[src/design/bq_pkg.sv]
// ----------------------------------------------------------------------------
// bq_pkg
// Shared constants, types and control bundle for the biquad filter core.
// ----------------------------------------------------------------------------
package bq_pkg;

	localparam int SAMPLE_BITS    = 24;
	localparam int COEF_BITS      = 28;
	localparam int COEF_FRAC_BITS = 24;
	localparam int DELAY_BITS     = 56;
	localparam int MAX_CHANNELS   = 8;
	localparam int CHAN_BITS      = 3;
	localparam int CH_IDX_BITS    = (MAX_CHANNELS > 1) ? $clog2(MAX_CHANNELS) : 1;
	localparam int NUM_REGS       = 5;
	localparam int REG_IDX_BITS   = 3;
	localparam int PROD_BITS      = COEF_BITS + SAMPLE_BITS;
	localparam int ACC_BITS       = DELAY_BITS + 2;

	typedef enum logic [REG_IDX_BITS-1:0] {
		REG_B0 = 3'd0,
		REG_B1 = 3'd1,
		REG_B2 = 3'd2,
		REG_A1 = 3'd3,
		REG_A2 = 3'd4
	} reg_idx_t;

	typedef enum logic [2:0] {
		CS_B0,
		CS_B1,
		CS_B2,
		CS_A1,
		CS_A2
	} coef_sel_t;

	typedef struct packed {
		logic signed [COEF_BITS-1:0] b0;
		logic signed [COEF_BITS-1:0] b1;
		logic signed [COEF_BITS-1:0] b2;
		logic signed [COEF_BITS-1:0] a1;
		logic signed [COEF_BITS-1:0] a2;
	} coef_set_t;

	typedef struct packed {
		logic      load_in;
		logic      mul_en;
		coef_sel_t coef_sel;
		logic      mul_use_in;
		logic      ld_y;
		logic      ld_acc;
		logic      acc_add_z2;
		logic      wr_d1;
		logic      wr_d2;
		logic      ld_out;
	} ctrl_t;

endpackage

[src/design/bq_coef_regs.sv]
// ----------------------------------------------------------------------------
// bq_coef_regs
// Coefficient register file, written through the plain configuration port.
// ----------------------------------------------------------------------------
module bq_coef_regs import bq_pkg::*; (
	input  logic                    clk,
	input  logic                    arst_n,
	input  logic                    cfg_wr_en,
	input  logic [REG_IDX_BITS-1:0] cfg_index,
	input  logic [COEF_BITS-1:0]    cfg_data,
	output coef_set_t               coef
);

	coef_set_t coef_q;

	always_ff @(posedge clk or negedge arst_n) begin
		if (!arst_n) begin
			coef_q.b0 <= COEF_BITS'(1) << COEF_FRAC_BITS;
			coef_q.b1 <= '0;
			coef_q.b2 <= '0;
			coef_q.a1 <= '0;
			coef_q.a2 <= '0;
		end else if (cfg_wr_en) begin
			unique case (reg_idx_t'(cfg_index))
				REG_B0:  coef_q.b0 <= cfg_data;
				REG_B1:  coef_q.b1 <= cfg_data;
				REG_B2:  coef_q.b2 <= cfg_data;
				REG_A1:  coef_q.a1 <= cfg_data;
				REG_A2:  coef_q.a2 <= cfg_data;
				default: ;
			endcase
		end
	end

	assign coef = coef_q;

endmodule

[src/design/bq_ctrl.sv]
// ----------------------------------------------------------------------------
// bq_ctrl
// Sequencer: steps the shared multiplier through the five products of one
// sample and owns the input/output handshakes.
// ----------------------------------------------------------------------------
module bq_ctrl import bq_pkg::*; (
	input  logic  clk,
	input  logic  arst_n,
	input  logic  in_valid,
	output logic  in_ready,
	output logic  out_valid,
	input  logic  out_ready,
	output ctrl_t ctrl
);

	typedef enum logic [2:0] {
		S_IDLE,
		S_B1,
		S_A1,
		S_B2,
		S_A2,
		S_FIN
	} state_t;

	state_t state_q;
	logic   out_valid_q;
	logic   out_free;

	assign out_free  = !out_valid_q || out_ready;
	assign in_ready  = (state_q == S_IDLE);
	assign out_valid = out_valid_q;

	always_comb begin
		ctrl = '0;
		unique case (state_q)
			S_IDLE: begin
				ctrl.load_in    = in_valid;
				ctrl.mul_en     = in_valid;
				ctrl.mul_use_in = 1'b1;
				ctrl.coef_sel   = CS_B0;
			end
			S_B1: begin
				ctrl.ld_y     = 1'b1;
				ctrl.mul_en   = 1'b1;
				ctrl.coef_sel = CS_B1;
			end
			S_A1: begin
				ctrl.ld_acc     = 1'b1;
				ctrl.acc_add_z2 = 1'b1;
				ctrl.mul_en     = 1'b1;
				ctrl.coef_sel   = CS_A1;
			end
			S_B2: begin
				ctrl.wr_d1    = 1'b1;
				ctrl.mul_en   = 1'b1;
				ctrl.coef_sel = CS_B2;
			end
			S_A2: begin
				ctrl.ld_acc   = 1'b1;
				ctrl.mul_en   = 1'b1;
				ctrl.coef_sel = CS_A2;
			end
			S_FIN: begin
				ctrl.wr_d2  = out_free;
				ctrl.ld_out = out_free;
			end
			default: ;
		endcase
	end

	always_ff @(posedge clk or negedge arst_n) begin
		if (!arst_n) begin
			state_q     <= S_IDLE;
			out_valid_q <= 1'b0;
		end else begin
			if (ctrl.ld_out) begin
				out_valid_q <= 1'b1;
			end else if (out_ready) begin
				out_valid_q <= 1'b0;
			end
			unique case (state_q)
				S_IDLE:  if (in_valid) state_q <= S_B1;
				S_B1:    state_q <= S_A1;
				S_A1:    state_q <= S_B2;
				S_B2:    state_q <= S_A2;
				S_A2:    state_q <= S_FIN;
				S_FIN:   if (out_free) state_q <= S_IDLE;
				default: state_q <= S_IDLE;
			endcase
		end
	end

endmodule

[src/design/bq_datapath.sv]
// ----------------------------------------------------------------------------
// bq_datapath
// Shared multiplier, accumulator, saturation and per-channel delay terms.
// ----------------------------------------------------------------------------
module bq_datapath import bq_pkg::*; (
	input  logic                          clk,
	input  logic                          arst_n,
	input  ctrl_t                         ctrl,
	input  coef_set_t                     coef,
	input  logic signed [SAMPLE_BITS-1:0] sample_in,
	input  logic [CHAN_BITS-1:0]          channel,
	input  logic                          restart,
	output logic signed [SAMPLE_BITS-1:0] sample_out,
	output logic [CHAN_BITS-1:0]          channel_out
);

	localparam int YSUM_BITS = DELAY_BITS + 1;

	localparam logic signed [YSUM_BITS-1:0] Y_MAX =
		{{(YSUM_BITS-SAMPLE_BITS+1){1'b0}}, {(SAMPLE_BITS-1){1'b1}}};
	localparam logic signed [YSUM_BITS-1:0] Y_MIN = ~Y_MAX;
	localparam logic signed [ACC_BITS-1:0] D_MAX =
		{{(ACC_BITS-DELAY_BITS+1){1'b0}}, {(DELAY_BITS-1){1'b1}}};
	localparam logic signed [ACC_BITS-1:0] D_MIN = ~D_MAX;

	logic signed [SAMPLE_BITS-1:0] x_q;
	logic signed [SAMPLE_BITS-1:0] y_q;
	logic [CHAN_BITS-1:0]          ch_q;
	logic                          restart_q;
	logic signed [PROD_BITS-1:0]   prod_q;
	logic signed [ACC_BITS-1:0]    acc_q;
	logic signed [SAMPLE_BITS-1:0] sample_out_q;
	logic [CHAN_BITS-1:0]          channel_out_q;
	logic signed [DELAY_BITS-1:0]  d1_q [MAX_CHANNELS];
	logic signed [DELAY_BITS-1:0]  d2_q [MAX_CHANNELS];

	logic [CH_IDX_BITS-1:0]        ch_idx;
	logic signed [COEF_BITS-1:0]   mul_coef;
	logic signed [SAMPLE_BITS-1:0] mul_op;
	logic signed [PROD_BITS-1:0]   prod_d;
	logic signed [DELAY_BITS-1:0]  z1;
	logic signed [DELAY_BITS-1:0]  z2;
	logic signed [YSUM_BITS-1:0]   ysum;
	logic signed [YSUM_BITS-1:0]   yshift;
	logic signed [SAMPLE_BITS-1:0] y_sat;
	logic signed [ACC_BITS-1:0]    acc_d;
	logic signed [ACC_BITS-1:0]    diff;
	logic signed [DELAY_BITS-1:0]  d_sat;

	assign ch_idx = ch_q[CH_IDX_BITS-1:0];
	assign z1     = restart_q ? '0 : d1_q[ch_idx];
	assign z2     = restart_q ? '0 : d2_q[ch_idx];

	always_comb begin
		case (ctrl.coef_sel)
			CS_B0:   mul_coef = coef.b0;
			CS_B1:   mul_coef = coef.b1;
			CS_B2:   mul_coef = coef.b2;
			CS_A1:   mul_coef = coef.a1;
			CS_A2:   mul_coef = coef.a2;
			default: mul_coef = '0;
		endcase
		if (ctrl.mul_use_in) begin
			mul_op = sample_in;
		end else if (ctrl.coef_sel == CS_A1 || ctrl.coef_sel == CS_A2) begin
			mul_op = y_q;
		end else begin
			mul_op = x_q;
		end
	end

	assign prod_d = PROD_BITS'(mul_coef) * PROD_BITS'(mul_op);

	// output: floor shift of b0*x + z1, then clamp to the sample range
	assign ysum   = YSUM_BITS'(prod_q) + YSUM_BITS'(z1);
	assign yshift = ysum >>> COEF_FRAC_BITS;

	always_comb begin
		if (yshift > Y_MAX) begin
			y_sat = Y_MAX[SAMPLE_BITS-1:0];
		end else if (yshift < Y_MIN) begin
			y_sat = Y_MIN[SAMPLE_BITS-1:0];
		end else begin
			y_sat = yshift[SAMPLE_BITS-1:0];
		end
	end

	assign acc_d = ctrl.acc_add_z2 ? (ACC_BITS'(prod_q) + ACC_BITS'(z2)) : ACC_BITS'(prod_q);
	assign diff  = acc_q - ACC_BITS'(prod_q);

	always_comb begin
		if (diff > D_MAX) begin
			d_sat = D_MAX[DELAY_BITS-1:0];
		end else if (diff < D_MIN) begin
			d_sat = D_MIN[DELAY_BITS-1:0];
		end else begin
			d_sat = diff[DELAY_BITS-1:0];
		end
	end

	always_ff @(posedge clk) begin
		if (ctrl.load_in) begin
			x_q       <= sample_in;
			ch_q      <= channel;
			restart_q <= restart;
		end
		if (ctrl.mul_en) begin
			prod_q <= prod_d;
		end
		if (ctrl.ld_y) begin
			y_q <= y_sat;
		end
		if (ctrl.ld_acc) begin
			acc_q <= acc_d;
		end
		if (ctrl.ld_out) begin
			sample_out_q  <= y_q;
			channel_out_q <= ch_q;
		end
	end

	always_ff @(posedge clk or negedge arst_n) begin
		if (!arst_n) begin
			for (int i = 0; i < MAX_CHANNELS; i++) begin
				d1_q[i] <= '0;
				d2_q[i] <= '0;
			end
		end else begin
			if (ctrl.wr_d1) begin
				d1_q[ch_idx] <= d_sat;
			end
			if (ctrl.wr_d2) begin
				d2_q[ch_idx] <= d_sat;
			end
		end
	end

	assign sample_out  = sample_out_q;
	assign channel_out = channel_out_q;

endmodule

[src/design/biquad_iir_filter_core.sv]
// ----------------------------------------------------------------------------
// biquad_iir_filter_core
// Transposed direct form II biquad over interleaved multichannel audio.
// ----------------------------------------------------------------------------
// Usage:
//   Input channel (in_valid/in_ready): one signed sample, its channel number
//   and a restart flag per transaction. Restart zeroes that channel's two
//   delay terms before the sample is filtered.
//   Output channel (out_valid/out_ready): filtered sample, saturated to the
//   sample width, with the raw channel number echoed.
//   Configuration: cfg_wr_en/cfg_index/cfg_data write one coefficient
//   (b0, b1, b2, a1, a2) per write; unknown indexes are ignored. Write
//   only while no transaction is in flight.
//   After an input transaction the sequencer steps through B1, A1, B2,
//   A2 and FIN, setting out_valid as it leaves FIN. One multiplier is
//   shared by the five products, one product per cycle, plus the final
//   delay update. in_ready is high only while the sequencer is idle.
//   Receiver stall: a finished result waits in the output register while
//   the next sample is taken; the sequencer then holds in its last step
//   until the output register frees up.
//   Reset: coefficients return to b0 = 1.0 and the rest zero, all delay
//   terms clear at once, and no result is pending.
// ----------------------------------------------------------------------------
module biquad_iir_filter_core import bq_pkg::*; (
	input  logic                          clk,
	input  logic                          arst_n,
	input  logic                          cfg_wr_en,
	input  logic [REG_IDX_BITS-1:0]       cfg_index,
	input  logic [COEF_BITS-1:0]          cfg_data,
	input  logic                          in_valid,
	output logic                          in_ready,
	input  logic signed [SAMPLE_BITS-1:0] sample_in,
	input  logic [CHAN_BITS-1:0]          channel,
	input  logic                          restart,
	output logic                          out_valid,
	input  logic                          out_ready,
	output logic signed [SAMPLE_BITS-1:0] sample_out,
	output logic [CHAN_BITS-1:0]          channel_out
);

	coef_set_t coef;
	ctrl_t     ctrl;

	bq_coef_regs u_coef_regs (
		.clk       (clk),
		.arst_n    (arst_n),
		.cfg_wr_en (cfg_wr_en),
		.cfg_index (cfg_index),
		.cfg_data  (cfg_data),
		.coef      (coef)
	);

	bq_ctrl u_ctrl (
		.clk       (clk),
		.arst_n    (arst_n),
		.in_valid  (in_valid),
		.in_ready  (in_ready),
		.out_valid (out_valid),
		.out_ready (out_ready),
		.ctrl      (ctrl)
	);

	bq_datapath u_datapath (
		.clk         (clk),
		.arst_n      (arst_n),
		.ctrl        (ctrl),
		.coef        (coef),
		.sample_in   (sample_in),
		.channel     (channel),
		.restart     (restart),
		.sample_out  (sample_out),
		.channel_out (channel_out)
	);

endmodule

[config.mk]
export PLATFORM = sky130hd
export DESIGN_NAME = biquad_iir_filter_core
export DESIGN_NICKNAME = d
export VERILOG_FILES = /design/src/design/bq_pkg.sv /design/src/design/bq_coef_regs.sv /design/src/design/bq_ctrl.sv /design/src/design/bq_datapath.sv /design/src/design/biquad_iir_filter_core.sv
export SDC_FILE = /design/constraint.sdc
export NUM_CORES = 2
export LEC_CHECK = 0
export BUFFER_PORTS_ARGS = -buffer_cell sky130_fd_sc_hd__buf_4
export CAP_MARGIN = 20
export CORE_MARGIN = 5
export CORE_UTILIZATION = 35
export DETAILED_ROUTE_END_ITERATION = 7
export RECOVER_POWER = 50
export SLEW_MARGIN = 25
export SYNTH_ARGS = -nofsm -noshare
export SYNTH_HDL_FRONTEND = slang
export SYNTH_SLANG_ARGS = --single-unit
[constraint.sdc]
create_clock -name clk -period 10.1 [get_ports clk]
set_input_delay 3.03 -clock clk [delete_from_list [all_inputs] [get_ports clk]]
set_output_delay 3.03 -clock clk [all_outputs]
set_load 0.01 [all_outputs]
# Word level (Yosys, flattened, before mapping)
# Cells that the tools add are included.
# op_classes
addsub	3
mul	1
div_mod_pow	0
order_cmp	6
n_eq_ne	15
n_shift	0
n_mux	32
bitwise_logic	1
reduce_logical	15
# ops
cell	count
bitwise mux 448 bit	2
2-to-1 mux 56 bit	9
binary-select mux 56 bit (select 3 bit)	2
demux 56 bit (select 3 bit)	1
one-hot mux 28 bit (5 select lines)	1
adder 52 x 56 -> 57 bit	2
2-to-1 mux 24 bit	3
greater-than comparator 58 x 56 -> 1 bit, second input constant	1
less-than comparator 58 x 56 -> 1 bit, second input constant	1
2-to-1 mux 58 bit	1
subtractor 58 x 52 -> 58 bit	1
multiplier 28 x 24 -> 52 bit	1
greater-than comparator 33 x 24 -> 1 bit, second input constant	1
less-than comparator 33 x 24 -> 1 bit, second input constant	1
one-hot mux 4 bit (5 select lines)	1
== test 3 x 2 -> 1 bit, second input constant	6
one-hot mux 3 bit (6 select lines)	1
== test 3 bit, second input constant	4
AND reduction 2 bit	6
== test 3 x 1 -> 1 bit, second input constant	3
logical NOT 3 bit	3
2-to-1 mux 1 bit	8
2-to-1 mux 3 bit	2
greater-or-equal comparator 4 bit, second input constant	1
10 further kinds	11
# word_totals
reg_bits	1229
latch_bits	0
mem_bits_rw	0
romBits	0
inputBits	64
output_inout_bits	29
elab_cells	104
n_memories	0

# Longest topological paths before layout
# depth
word_depth	8
ltp_mapped	37
ltp_nobuf	33

# By module
# Synthesis repeated with hierarchy kept, for this count alone.
# unflattened
cells_unflattened	8697
area_unflattened_um2	83886.7
# modules_own_cells
mod	instances	cells_each	area_each_um2	seq_area_each_um2
bq_datapath	1	8364	78019.8	28066.9
bq_coef_regs	1	300	5555.3	3504.6
bq_ctrl	1	33	311.5	100.1

# Worst setup path before layout
# OpenSTA, ideal clock, no wires.
# synth_timing
path_type	input-to-reg
from	in sample_in[6]
to	reg u_datapath.prod_q[51] (data pin)
setup_ps	262
arrival_ps	10143
t_required_ps	9838
setup_slack_ps	-305
path_stages	29
path_buffers	1
cell_sequence	nor2_1 a21oi_1 clkbuf_1 nand2_1 fa_1 inv_1 fa_1 inv_1 fa_1 fa_1 inv_1 fa_1 fa_1 inv_1 fa_1 inv_1 ha_1 a21o_1 a21o_1 a21oi_1 o21ai_0 or2_2 o221ai_1 a21o_1 o21a_1 a31oi_1 a2111oi_0 o31ai_1 xnor2_1
# synth_between
elab_chain_cells	2
# synth_rtl
element	line_no	rtl
start, declared	biquad_iir_filter_core.sv:32	input logic signed [SAMPLE_BITS-1:0] sample_in,
2-to-1 mux 24 bit	bq_datapath.sv:63	if (ctrl.mul_use_in) begin
multiplier 28 x 24 -> 52 bit	bq_datapath.sv:72	assign prod_d = PROD_BITS'(mul_coef) * PROD_BITS'(mul_op);
named net u_datapath.prod_d[51]	bq_datapath.sv:40	logic signed [PROD_BITS-1:0] prod_d;
end signal, assigned	bq_datapath.sv:108	prod_q <= prod_d;
end, declared	bq_datapath.sv:30	logic signed [PROD_BITS-1:0] prod_q;
# The timed path passes the listed nets, and every way through them passes these cells.
# A chain may end at the register's enable or synchronous reset.

# Worst setup path in the final report
# layout_timing
from	in sample_in[11]
to	reg u_datapath.prod_q[49] (data pin)
# The elaborated chain is that of the path after synthesis.

==> reports/results.ini <==
[outcome]
status=finished, violations left
failed_checks=DRC, capacitance limit, slew limit

[synth]
async_flop_share_pct=84.69
seq_area_frac_synth_pct=38.91
syn_area_um2=81400
synth_area_leaders=dfrtp_1 (32%), fa_1 (17%), edfxtp_1 (6.9%), a21oi_1 (5.8%), nor2_1 (5.1%)
ys.flop_type=dfrtp_1
yosys.area.top_type=dfrtp_1
synthTopCellsByCount=nor2_1 (1111), dfrtp_1 (1039), a21oi_1 (940)
ys_seq_elements=1228
ys_warn_count=0
ys_types=79
syn_nets=9541
synth_edf_count=188
synth_most_common_cell=nor2_1
syn_inst=8470
synth.avg_cell_area_um2=9.610
synth_top_area_share_pct=31.94

[cts]
numCtsBuffers=137
path_clk_slew_ns=0.06
cts_tree=built
clock_sinks=1228
cts-root-buf=clkbuf_16
insertion_delay_ns=0.81
cts_buffer_depth=3
cts_htree_levels=4
post-cts-setup-buffers=0

[critical_path]
reg2reg_from=u_ctrl.state_q[0]$_DFFE_PN0P_
start_kind=input port
worst_ep_required_time_ns=10.62
cp_slowest_stage_delay_ns=0.59
arrival_ns=10.33
critical_path.endpoint=u_datapath.prod_q[49]$_DFFE_PP_
ff2ff_path_depth=36
worstReg2RegEnd=u_datapath.prod_q[49]$_DFFE_PP_
rrSetupSlack_ns=0.64
cp_max_fo=13
startpoint=sample_in[11]
crit_type=in -> reg
crit_cells=30
cp_slowest_cell=fa_1
crit_family=adder cells
crit_top_cell=fa_1
path_buf_inv=9
critPathCaptureType=flip-flop

[timing]
fmax_mhz=102.0
post-route-period-util_pct=97.07
fin_worst_skew_ns=0.07372
slew_violations=841
final_hold_viol_count=0
period_needed_ns=9.804
finalSetupViolations=0
max_slew_margin_pct=-241.9
worst_pin_slew_ns=5.129
rsz0062_at_grt=false
postLayoutSetupSlackWorst_ns=0.2963

[drt]
drt_wl_total_um=291100
drcViolationCount=3
drt_iter0_drc=6439
viasPerCell=5.622
wl_per_cell_um=24.83
final_antenna_net_count=0
vias=65909
dr.pass1.iters=8

[placement]
portBuffers=92
dpl_worst_slack_ns=-0.5780
dp_cells=11462
place_congestion=0.9466
dpl.hpwl_um=200300
place_area_um2=87600

[global_route]
grt_pass1_vias=67216
grtUsageTotal_pct=23.60
grt_max_degree=171
overflow=0
grt_first_pass_wirelength_um=435300
antenna_found_initial=11

[floorplan]
start_util_pct=35.07
die_h_um=492.3
num_rows=177
design.die.area_um2=242300
die_w_um=492.3
io_pins=93
fp.coreArea_um2=232100

[finish]
final_area_um2=92130
area_growth_syn_to_layout_pct=13.19
final_util_pct=39.70
nets=9630
fin_cells=11723
drive_above_1_share_pct=10.77

[run]
maxCapViolCount=17

[min_path]
worstHoldPathType=reg -> reg

==> placed cells by master (no fill, tap or decap), drive strengths merged, types with 30 or more instances in the layout <==
| cell type | netlist | routed |
|---|---|---|
| xnor2 | 113 | 113 |
| buf | 56 | 440 |
| a221oi | 35 | 35 |
| xor2 | 63 | 63 |
| a21oi | 941 | 941 |
| nand2 | 864 | 864 |
| a21o | 154 | 154 |
| o21bai | 30 | 30 |
| clkbuf | 485 | 249 |
| dfrtp | 1039 | 1039 |
| nor2b | 33 | 33 |
| a41oi | 89 | 89 |
| nand3 | 52 | 52 |
| inv | 801 | 808 |
| o21ai | 342 | 342 |
| clkinv | 0 | 41 |
| nand2b | 32 | 32 |
| mux2 | 143 | 143 |
| a22oi | 426 | 426 |
| nand4 | 46 | 46 |
| a31oi | 56 | 56 |
| and2 | 41 | 41 |
| ha | 310 | 310 |
| nor2 | 1111 | 1111 |
| fa | 697 | 697 |
| edfxtp | 188 | 188 |
==> cells by family after synthesis <==
logic type / synth area share [%]
buffers and inverters: 6.236
muxes: 2.316
adders and majority gates: 21.91
DFF: 38.91
and+or+nand+nor: 11.67
AOI/OAI and AO/OA: 17.06
xor gates and xnor gates: 1.894
==> worst min-delay path by stage <==
| stage | startpoint | to | slack, ns | depth (start not counted) |
|---|---|---|---|---|
| detailed placement | u_datapath.y_q[23]$_SDFFCE_PN0P_ | u_datapath.sample_out[23]$_DFFE_PP_ | 0.46 | 0 |
| CTS | u_datapath.d1_q[56]$_DFFE_PN0P_ | u_datapath.d1_q[56]$_DFFE_PN0P_ | 0.48 | 2 |
| global route | u_datapath.y_q[23]$_SDFFCE_PN0P_ | u_datapath.sample_out[23]$_DFFE_PP_ | 0.49 | 0 |
| finish | u_datapath.d1_q[56]$_DFFE_PN0P_ | u_datapath.d1_q[56]$_DFFE_PN0P_ | 0.47 | 2 |
| floorplan | u_datapath.ch_idx[0]$_DFFE_PP_ | u_datapath.channel_out[0]$_DFFE_PP_ | 0.42 | 0 |
| global placement | u_datapath.d1_q[168]$_DFFE_PN0P_ | u_datapath.d1_q[168]$_DFFE_PN0P_ | 0.46 | 2 |
==> cell type report <==
| cell class | count | area [um2] |
|---|---|---|
| flip-flops and latches | 1228 | 31670 |
| well taps | 3043 | 3807 |
| clock buffers | 198 | 4009 |
| multi-input cells | 5900 | 45090 |
| repair buffers | 491 | 3866 |
| inverters | 801 | 3007 |
| fillers | 22679 | 140000 |
| clock inverters | 56 | 668.1 |
| diodes | 6 | 15.01 |
==> metal layers <==
metal  global-route usage [%]  part of all wire [%]  vias to the layer above
met5                        0                 0.018                        -
met4                    10.26                   5.2                       10
met3                    5.992                   9.8                      726
met2                    36.59                    44                     3191
met1                    31.39                    41                    33299
li1                         -                     -                    28683
==> worst register-to-register path: cells and delay by family (launching register included) <==
| family | cells | cell delay (ns) |
|---|---|---|
| simple gates | 6 | 1.27 |
| mux | 1 | 0.23 |
| buf+inv | 12 | 1.77 |
| compound gates | 8 | 1.47 |
| xor+xnor | 1 | 0.13 |
| flops | 1 | 0.49 |
| fa+ha+maj | 8 | 3.84 |
==> state kept, by name (all words and copies together), names as in the netlist <==
name,cells
u_coef_regs.coef,140
u_ctrl.out_valid,1
u_ctrl.state_q,3
u_datapath.acc_q,57
u_datapath.ch_idx,3
u_datapath.channel_out,3
u_datapath.d1_q,448
u_datapath.d2_q,448
u_datapath.prod_q,52
u_datapath.restart_q,1
u_datapath.sample_out,24
u_datapath.x_q,24
u_datapath.y_q,24
==> metrics by stage <==
stage	hold WS, ns	setup TNS [ns]
after floorplan	0.4244	-0.03568
after global placement	0.4590	-4.283
after detailed placement	0.4577	-5.252
after CTS	0.4794	0
after global routing	0.4932	0
final	0.4748	0
==> what timing repair did <==
| item | CTS | global route |
|---|---|---|
| endpoints found under the setup margin | 0 | 5 |
| hold buffers | 0 | 0 |
| resized for setup | 0 | 5 |
Power is left out: the tool's default activity adds up to more than one toggle a clock period on the data nets, which glitch-free logic cannot reach.
